**config.mk**
```make
export PLATFORM = sky130hd
export DESIGN_NAME = button_auto_repeat
export DESIGN_NICKNAME = d
export VERILOG_FILES = /design/src/rtl/bar_pkg.sv /design/src/rtl/button_auto_repeat.sv
export SDC_FILE = /design/constraint.sdc
export NUM_CORES = 1
export LEC_CHECK = 0
export ABC_AREA = 1
export BUFFER_PORTS_ARGS = -buffer_cell sky130_fd_sc_hd__buf_2
export CORE_MARGIN = 1.5
export CORE_UTILIZATION = 56
export DETAILED_ROUTE_END_ITERATION = 10
export GPL_TIMING_DRIVEN = 0
export PLACE_DENSITY = 0.87
export RECOVER_POWER = 100
export SLEW_MARGIN = 0
export SYNTH_ARGS = -nofsm -noshare
export SYNTH_HDL_FRONTEND = slang
export SYNTH_SLANG_ARGS = --single-unit
export TNS_END_PERCENT = 1
```
**constraint.sdc**
```tcl
create_clock -name clk -period 11.4 [get_ports clk]
set_input_delay 3.42 -clock clk [delete_from_list [all_inputs] [get_ports clk]]
set_output_delay 3.42 -clock clk [all_outputs]
set_load 0.005 [all_outputs]
```
**src/rtl/bar_pkg.sv**
```systemverilog
// Shared constants for the button auto-repeat block: pad bit masks,
// register indexes and reset values. No dependencies.
`default_nettype none

package bar_pkg;

	localparam int unsigned COUNT_BITS_DEF = 16;
	localparam int unsigned PAD_W          = 32;
	localparam int unsigned CFG_W          = 16;
	localparam int unsigned CFG_IDX_W      = 2;

	localparam logic [PAD_W-1:0] BTN_L1     = 32'h0000_0004;
	localparam logic [PAD_W-1:0] BTN_R1     = 32'h0000_0008;
	localparam logic [PAD_W-1:0] BTN_SQUARE = 32'h0000_0080;
	localparam logic [PAD_W-1:0] BTN_UP     = 32'h0000_1000;
	localparam logic [PAD_W-1:0] BTN_RIGHT  = 32'h0000_2000;
	localparam logic [PAD_W-1:0] BTN_DOWN   = 32'h0000_4000;
	localparam logic [PAD_W-1:0] BTN_LEFT   = 32'h0000_8000;
	localparam logic [PAD_W-1:0] BTN_DPAD   = BTN_UP | BTN_RIGHT | BTN_DOWN | BTN_LEFT;
	localparam logic [PAD_W-1:0] BTN_SHLD   = BTN_L1 | BTN_R1;
	localparam logic [PAD_W-1:0] BTN_UPDOWN = 32'h0000_5000;
	localparam logic [PAD_W-1:0] BTN_LR     = BTN_RIGHT | BTN_LEFT;
	localparam logic [PAD_W-1:0] BTN_RPT    = BTN_SHLD | BTN_DPAD;

	typedef enum logic [CFG_IDX_W-1:0] {
		REG_INIT_DELAY = 2'd0,
		REG_RPT_PERIOD = 2'd1,
		REG_SEC_PERIOD = 2'd2
	} cfg_reg_t;

	localparam logic [CFG_W-1:0] INIT_DELAY_RST = 16'd20;
	localparam logic [CFG_W-1:0] RPT_PERIOD_RST = 16'd4;
	localparam logic [CFG_W-1:0] SEC_PERIOD_RST = 16'd8;

endpackage

`default_nettype wire

```
**src/rtl/button_auto_repeat.sv**
```systemverilog
// Pad auto-repeat: edge detect plus typematic repeat of held shoulder
// and d-pad buttons, one pad sample per beat. Depends on bar_pkg.
//
//  channel | handshake             | payload
//  in      | in_valid / in_stall   | pad_bits, counters_hold
//  out     | out_valid / out_stall | new_press, held_now, held_before
//  cfg     | cfg_valid / cfg_ready | cfg_index, cfg_data
//
// One beat per cycle sustained while out_stall is low; a beat passes the input
// register, then the compare and saturating-increment logic into the result register.
// The sample history and counters update as a beat moves into the result
// register. Reset clears history, counters and loads register defaults.
// A stalled result holds the result register; the input register fills
// behind it, then in_stall rises.
`default_nettype none

module button_auto_repeat #(
	parameter int unsigned COUNT_BITS = bar_pkg::COUNT_BITS_DEF
) (
	input  wire                           clk,
	input  wire                           arst_n,
	input  wire                           in_valid,
	output logic                          in_stall,
	input  wire  [bar_pkg::PAD_W-1:0]     pad_bits,
	input  wire                           counters_hold,
	output logic                          out_valid,
	input  wire                           out_stall,
	output logic [bar_pkg::PAD_W-1:0]     new_press,
	output logic [bar_pkg::PAD_W-1:0]     held_now,
	output logic [bar_pkg::PAD_W-1:0]     held_before,
	input  wire                           cfg_valid,
	output logic                          cfg_ready,
	input  wire  [bar_pkg::CFG_IDX_W-1:0] cfg_index,
	input  wire  [bar_pkg::CFG_W-1:0]     cfg_data
);

	localparam int unsigned CMP_W = (COUNT_BITS > bar_pkg::CFG_W) ? COUNT_BITS : bar_pkg::CFG_W;

	logic [bar_pkg::CFG_W-1:0] init_delay_q;
	logic [bar_pkg::CFG_W-1:0] rpt_period_q;
	logic [bar_pkg::CFG_W-1:0] sec_period_q;

	logic                      valid_s1;
	logic [bar_pkg::PAD_W-1:0] pad_s1;
	logic                      hold_s1;

	logic [bar_pkg::PAD_W-1:0] last_q;
	logic [COUNT_BITS-1:0]     hold_cnt_q;
	logic [COUNT_BITS-1:0]     rpt_cnt_q;
	logic [COUNT_BITS-1:0]     sec_cnt_q;

	logic                      out_valid_q;
	logic [bar_pkg::PAD_W-1:0] press_q;
	logic [bar_pkg::PAD_W-1:0] now_q;
	logic [bar_pkg::PAD_W-1:0] before_q;

	logic                      out_free;
	logic                      adv_s1;
	logic                      in_acc;

	logic                      clr;
	logic [COUNT_BITS-1:0]     h0, r0, s0, h1, r1, s1;
	logic [COUNT_BITS-1:0]     hold_n, rpt_n, sec_n;
	logic [bar_pkg::PAD_W-1:0] press_n;
	logic [CMP_W-1:0]          h1_x, r1_x, s1_x, dly_x, rp_x, sp_x;

	function automatic logic [COUNT_BITS-1:0] sat_inc(input logic [COUNT_BITS-1:0] c);
		sat_inc = (&c) ? c : c + COUNT_BITS'(1);
	endfunction

	assign out_free  = !out_valid_q || !out_stall;
	assign adv_s1    = valid_s1 && out_free;
	assign in_stall  = valid_s1 && !out_free;
	assign in_acc    = in_valid && !in_stall;
	assign cfg_ready = 1'b1;

	always_comb begin
		clr = (pad_s1 == '0) || hold_s1;
		h0 = clr ? '0 : hold_cnt_q;
		r0 = clr ? '0 : rpt_cnt_q;
		s0 = clr ? '0 : sec_cnt_q;
		h1 = sat_inc(h0);
		r1 = sat_inc(r0);
		s1 = sat_inc(s0);
		h1_x  = CMP_W'(h1);
		r1_x  = CMP_W'(r1);
		s1_x  = CMP_W'(s1);
		dly_x = CMP_W'(init_delay_q);
		rp_x  = CMP_W'(rpt_period_q);
		sp_x  = CMP_W'(sec_period_q);
		press_n = '0;
		hold_n  = h0;
		rpt_n   = r0;
		sec_n   = s0;
		if ((last_q != pad_s1) || ((pad_s1 & bar_pkg::BTN_RPT) == '0)) begin
			press_n = ~last_q & pad_s1;
			hold_n  = '0;
		end else begin
			hold_n = h1;
			if (h1_x == dly_x) begin
				press_n = pad_s1 & bar_pkg::BTN_RPT;
			end
			if (h1_x >= dly_x) begin
				rpt_n = r1;
				sec_n = s1;
				if (r1_x >= rp_x) begin
					rpt_n = '0;
					if ((pad_s1 & bar_pkg::BTN_SQUARE) != '0) begin
						press_n = pad_s1 & bar_pkg::BTN_LR;
					end else begin
						press_n = pad_s1 & bar_pkg::BTN_DPAD;
					end
				end
				if (s1_x >= sp_x) begin
					sec_n = '0;
					if ((pad_s1 & bar_pkg::BTN_SQUARE) != '0) begin
						press_n = press_n | (pad_s1 & (bar_pkg::BTN_SHLD | bar_pkg::BTN_UPDOWN));
					end else begin
						press_n = press_n | (pad_s1 & bar_pkg::BTN_SHLD);
					end
				end
			end else begin
				rpt_n = '0;
				sec_n = '0;
			end
		end
	end

	always_ff @(posedge clk or negedge arst_n) begin
		if (!arst_n) begin
			init_delay_q <= bar_pkg::INIT_DELAY_RST;
			rpt_period_q <= bar_pkg::RPT_PERIOD_RST;
			sec_period_q <= bar_pkg::SEC_PERIOD_RST;
		end else if (cfg_valid && cfg_ready) begin
			case (cfg_index)
				bar_pkg::REG_INIT_DELAY: init_delay_q <= cfg_data;
				bar_pkg::REG_RPT_PERIOD: rpt_period_q <= cfg_data;
				bar_pkg::REG_SEC_PERIOD: sec_period_q <= cfg_data;
				default: ;
			endcase
		end
	end

	always_ff @(posedge clk or negedge arst_n) begin
		if (!arst_n) begin
			valid_s1    <= 1'b0;
			out_valid_q <= 1'b0;
			last_q      <= '0;
			hold_cnt_q  <= '0;
			rpt_cnt_q   <= '0;
			sec_cnt_q   <= '0;
		end else begin
			if (in_acc) begin
				valid_s1 <= 1'b1;
			end else if (adv_s1) begin
				valid_s1 <= 1'b0;
			end
			if (out_free) begin
				out_valid_q <= valid_s1;
			end
			if (adv_s1) begin
				last_q     <= pad_s1;
				hold_cnt_q <= hold_n;
				rpt_cnt_q  <= rpt_n;
				sec_cnt_q  <= sec_n;
			end
		end
	end

	always_ff @(posedge clk) begin
		if (in_acc) begin
			pad_s1  <= pad_bits;
			hold_s1 <= counters_hold;
		end
		if (adv_s1) begin
			press_q  <= press_n;
			now_q    <= pad_s1;
			before_q <= last_q;
		end
	end

	assign out_valid   = out_valid_q;
	assign new_press   = press_q;
	assign held_now    = now_q;
	assign held_before = before_q;

endmodule

`default_nettype wire
```
==> qor.json <==
{
  "clock_skews_ns": 0.0146,
  "yosys.area_share.adder": 0.0775,
  "share_of_the_yosys_chip_area_belonging_to_registers": 0.532,
  "post_synth_main_area_contributors": "edfxtp_1, dfrtp_1, nand2_1",
  "overflow_after_grt": 0,
  "dpl.hpwl_um": 24000,
  "yosys.cell_types.count": 45,
  "yosys.area_share.xor_xnor": 0.0144,
  "setup-violations-final": 0,
  "slowest_stage": "clkbuf_1",
  "clk_latency_ns": 0.53,
  "route.detailed.vias_per_inst": 5.38,
  "io_buffers": 153,
  "wirelength_um": 32900,
  "postRouteAntennaNets": 0,
  "synth_top_family_by_area": "simple AND/OR/NAND/NOR gates",
  "failed_checks": "max-capacitance violations, max-slew violations",
  "cts_tree": "yes",
  "htree_num_levels": 1,
  "grt_start_max_net_pins": 81,
  "routabilityCongestion": 0.945,
  "detailroute.via_count": 10600,
  "report.final.slew_viol_count": 159,
  "detailedPlace.worstSlack_ns": 4.17,
  "post_synth_mux_area_share": 0,
  "grt_setup_unrepaired": "no",
  "synth-compound-area-share": 0.0801,
  "avgSynthCellArea_um2": 9.23,
  "critical_path_buf_inv_count": 4,
  "cp_max_fo": 63,
  "drtPass1Iterations": 7,
  "fin_setup_tns_ns": 0,
  "route.detailed.drc": 0,
  "worstSetupEndpointType": "register",
  "total_number_of_nets_in_the_final_design": 1774,
  "die-width_um": 158,
  "min_path_type": "reg -> reg",
  "clock_tree.buffer_depth": 3,
  "power.density_mw_per_mm2": 175,
  "clk_pin_slew_ns": 0.06,
  "crit_path_cell_trace": "buf_2 -> nand2_1 -> nand2_1 -> clkinv_1 -> clkbuf_1 -> clkbuf_1",
  "placeableCoreArea_mm2": 0.0235,
  "period_share": 0.698,
  "cts_hold_buffers": 0,
  "crit_type": "in -> reg",
  "worst_ep_arrival_time_ns": 8.07,
  "worstSetupStartpointType": "input pin",
  "peakVddDrop_mv": 0.121,
  "syn_nets": 1591,
  "global_route.usage.total": 0.269,
  "area_growth_syn_to_layout_pct": 14.1,
  "clk_sink_count": 259,
  "share_of_final_layout_standard_cells_stronger_than_drive_strength_1": 0.122,
  "post_drt_wl_per_cell_um": 16.7,
  "finalPower_uw": 2670,
  "async_reset_ff_frac": 0.502,
  "mappedNetlistArea_mm2": 0.0134,
  "wire_length_of_the_first_global_routing_pass_um": 51800,
  "dr.first_iter.drc_count": 811,
  "post_synth_and_or_nand_nor_area_fraction": 0.210,
  "timing.max_cap.violations": 3,
  "max_clock_freq_mhz": 126,
  "synthesis.instances": 1452,
  "fin_ws_ns": 3.44,
  "finalCriticalPeriod_ns": 7.96,
  "timing_worst_slew_pin_value_ns": 3.37,
  "first_global_vias": 10200,
  "synthDominantCellAreaShare": 0.289,
  "power.leakage_uw": 0.00718,
  "floorplan.die.height_um": 158,
  "result_of_the_run": "complete, but fails checks",
  "required_ns": 11.51,
  "n_antenna_cell": 0,
  "cts.root.buffer_cell": "clkbuf_16",
  "synth_seq_cells": 259,
  "cts_buffers": 26,
  "worst_stage_delay_on_the_critical_path_ns": 2.39,
  "cts_setup_buffers": 0,
  "initial_core_util": 0.571,
  "synth_top_cell_by_area": "edfxtp_1",
  "synth_enable_flop_cells": 129,
  "finalHoldViolCount": 0,
  "yosysWarnings": 0,
  "die_area_mm2": 0.0249,
  "grt_antenna_before_repair": 0,
  "most_used_flip_flop_cell_after_synthesis": "edfxtp_1",
  "postCtsResizedCells": 0,
  "rows": 56,
  "timing.slew.headroom": -1.25,
  "ioPinCount": 155,
  "crit_family": "buffers and inverters"
}
-- synth_stat cells (7+ instances only) --
master and instances:
inv_1 225, a21oi_1 72, nand2_4 8, edfxtp_1 129, nor2_2 15, nand2_1 328
nand2_2 8, inv_2 15, dfrtp_1 126, nand4_1 41, o21ai_0 94, ha_1 83
nand3_1 53, nand3_2 13, o21ai_1 10, clkbuf_1 30, nor3_1 8, nor2_4 8
nor2_1 101, a21oi_2 7, xor2_1 16
-- stage by stage --
step / utilization / cells / hold WS [ns] / cell area (um^2)
global route: 0.651 / 1974 / 0.478 / 15300
detailed placement: 0.623 / 1926 / 0.459 / 14600
finish: 0.651 / 1974 / 0.469 / 15300
global placement: 0.621 / 1924 / 0.454 / 14600
CTS: 0.659 / 1974 / 0.469 / 15500
floorplan: - / 1452 / 0.447 / 13400
-- sequential cells by signal, indices dropped and copies added, names as in the netlist --
name	count
dly_x	16
held_before	32
held_now	32
hold_cnt_q	16
hold_s1	1
last_q	32
new_press	32
out_valid	1
pad_s1	32
rp_x	16
rpt_cnt_q	16
sec_cnt_q	16
sec_period_q	16
valid_s1	1
-- report_power, final --
part / switching [uW] / internal, uW / leakage [uW]
Combinational: 355 / 200 / 0.00391
Clock: 358 / 493 / 0.000420
Sequential: 105 / 1160 / 0.00285
Total: 817 / 1850 / 0.00718
-- layer usage --
layer / GRT usage / vias up / share of wire
met5: 0 / - / 0
met3: 0.0515 / 81 / 0.088
met2: 0.451 / 467 / 0.46
met4: 0.0979 / 0 / 0.034
li1: - / 5113 / -
met1: 0.349 / 4960 / 0.42
-- kinds of logic (layout without fill, tap and decap cells) --
logic type                 Yosys count  after routing
AOI/OAI and AO/OA                  201            201
DFF                                259            259
xor gates and xnor gates            22             22
adders and majority gates           83             83
buffers and inverters              287            490
other                                1              1
and+or+nand+nor                    599            599
-- path summary, 6_finish.rpt --
path	from	end	slack, ns	depth (start not counted)
setup / recovery	out_stall	held_before[6]	3.44	6
hold / removal	last_q[16]	held_before[16]	0.47	0
setup reg to reg	pad_s1[16]	sec_cnt_q[7]	4.31	27
hold reg to reg	last_q[16]	held_before[16]	0.47	0
max in group asynchronous	arst_n	dly_x[12]	6.02	1
min in group asynchronous	arst_n	sec_period_q[11]	3.79	1
-- area by class of cell --
type,instances,area [um^2]
fill,1890,8180
inverter,242,908
buffer,45,226
timing repair buffer,155,702
sequential,259,7130
tap,319,399
clock inverter,14,131
multi-input combinational,906,5070
clock buffer,34,722
-- layout by cell type, fill, tap and decap left out, types with 3 or more instances in the layout --
master / Yosys / layout
dfstp_2: 4 / 4
nand3_1: 53 / 55
xnor2_1: 6 / 6
nand2_2: 8 / 7
clkinv_1: 2 / 4
nand2_1: 328 / 330
ha_1: 83 / 83
nand4_1: 41 / 41
buf_4: 6 / 3
o21ai_1: 10 / 4
buf_2: 4 / 79
and2_1: 4 / 4
clkbuf_16: 0 / 27
dfrtp_1: 126 / 126
a31oi_1: 4 / 4
clkbuf_1: 30 / 117
nand2_4: 8 / 7
a22oi_1: 6 / 6
clkinv_2: 0 / 7
nand3_2: 13 / 11
edfxtp_1: 129 / 129
nor2_2: 15 / 13
nand3_4: 5 / 5
nor2_4: 8 / 7
xor2_1: 16 / 16
inv_2: 15 / 14
nor3_1: 8 / 8
nor2_1: 101 / 104
inv_1: 225 / 225
a21oi_1: 72 / 77
o21ai_0: 94 / 100
No activity file was read; power rests on OpenSTA's default activity.
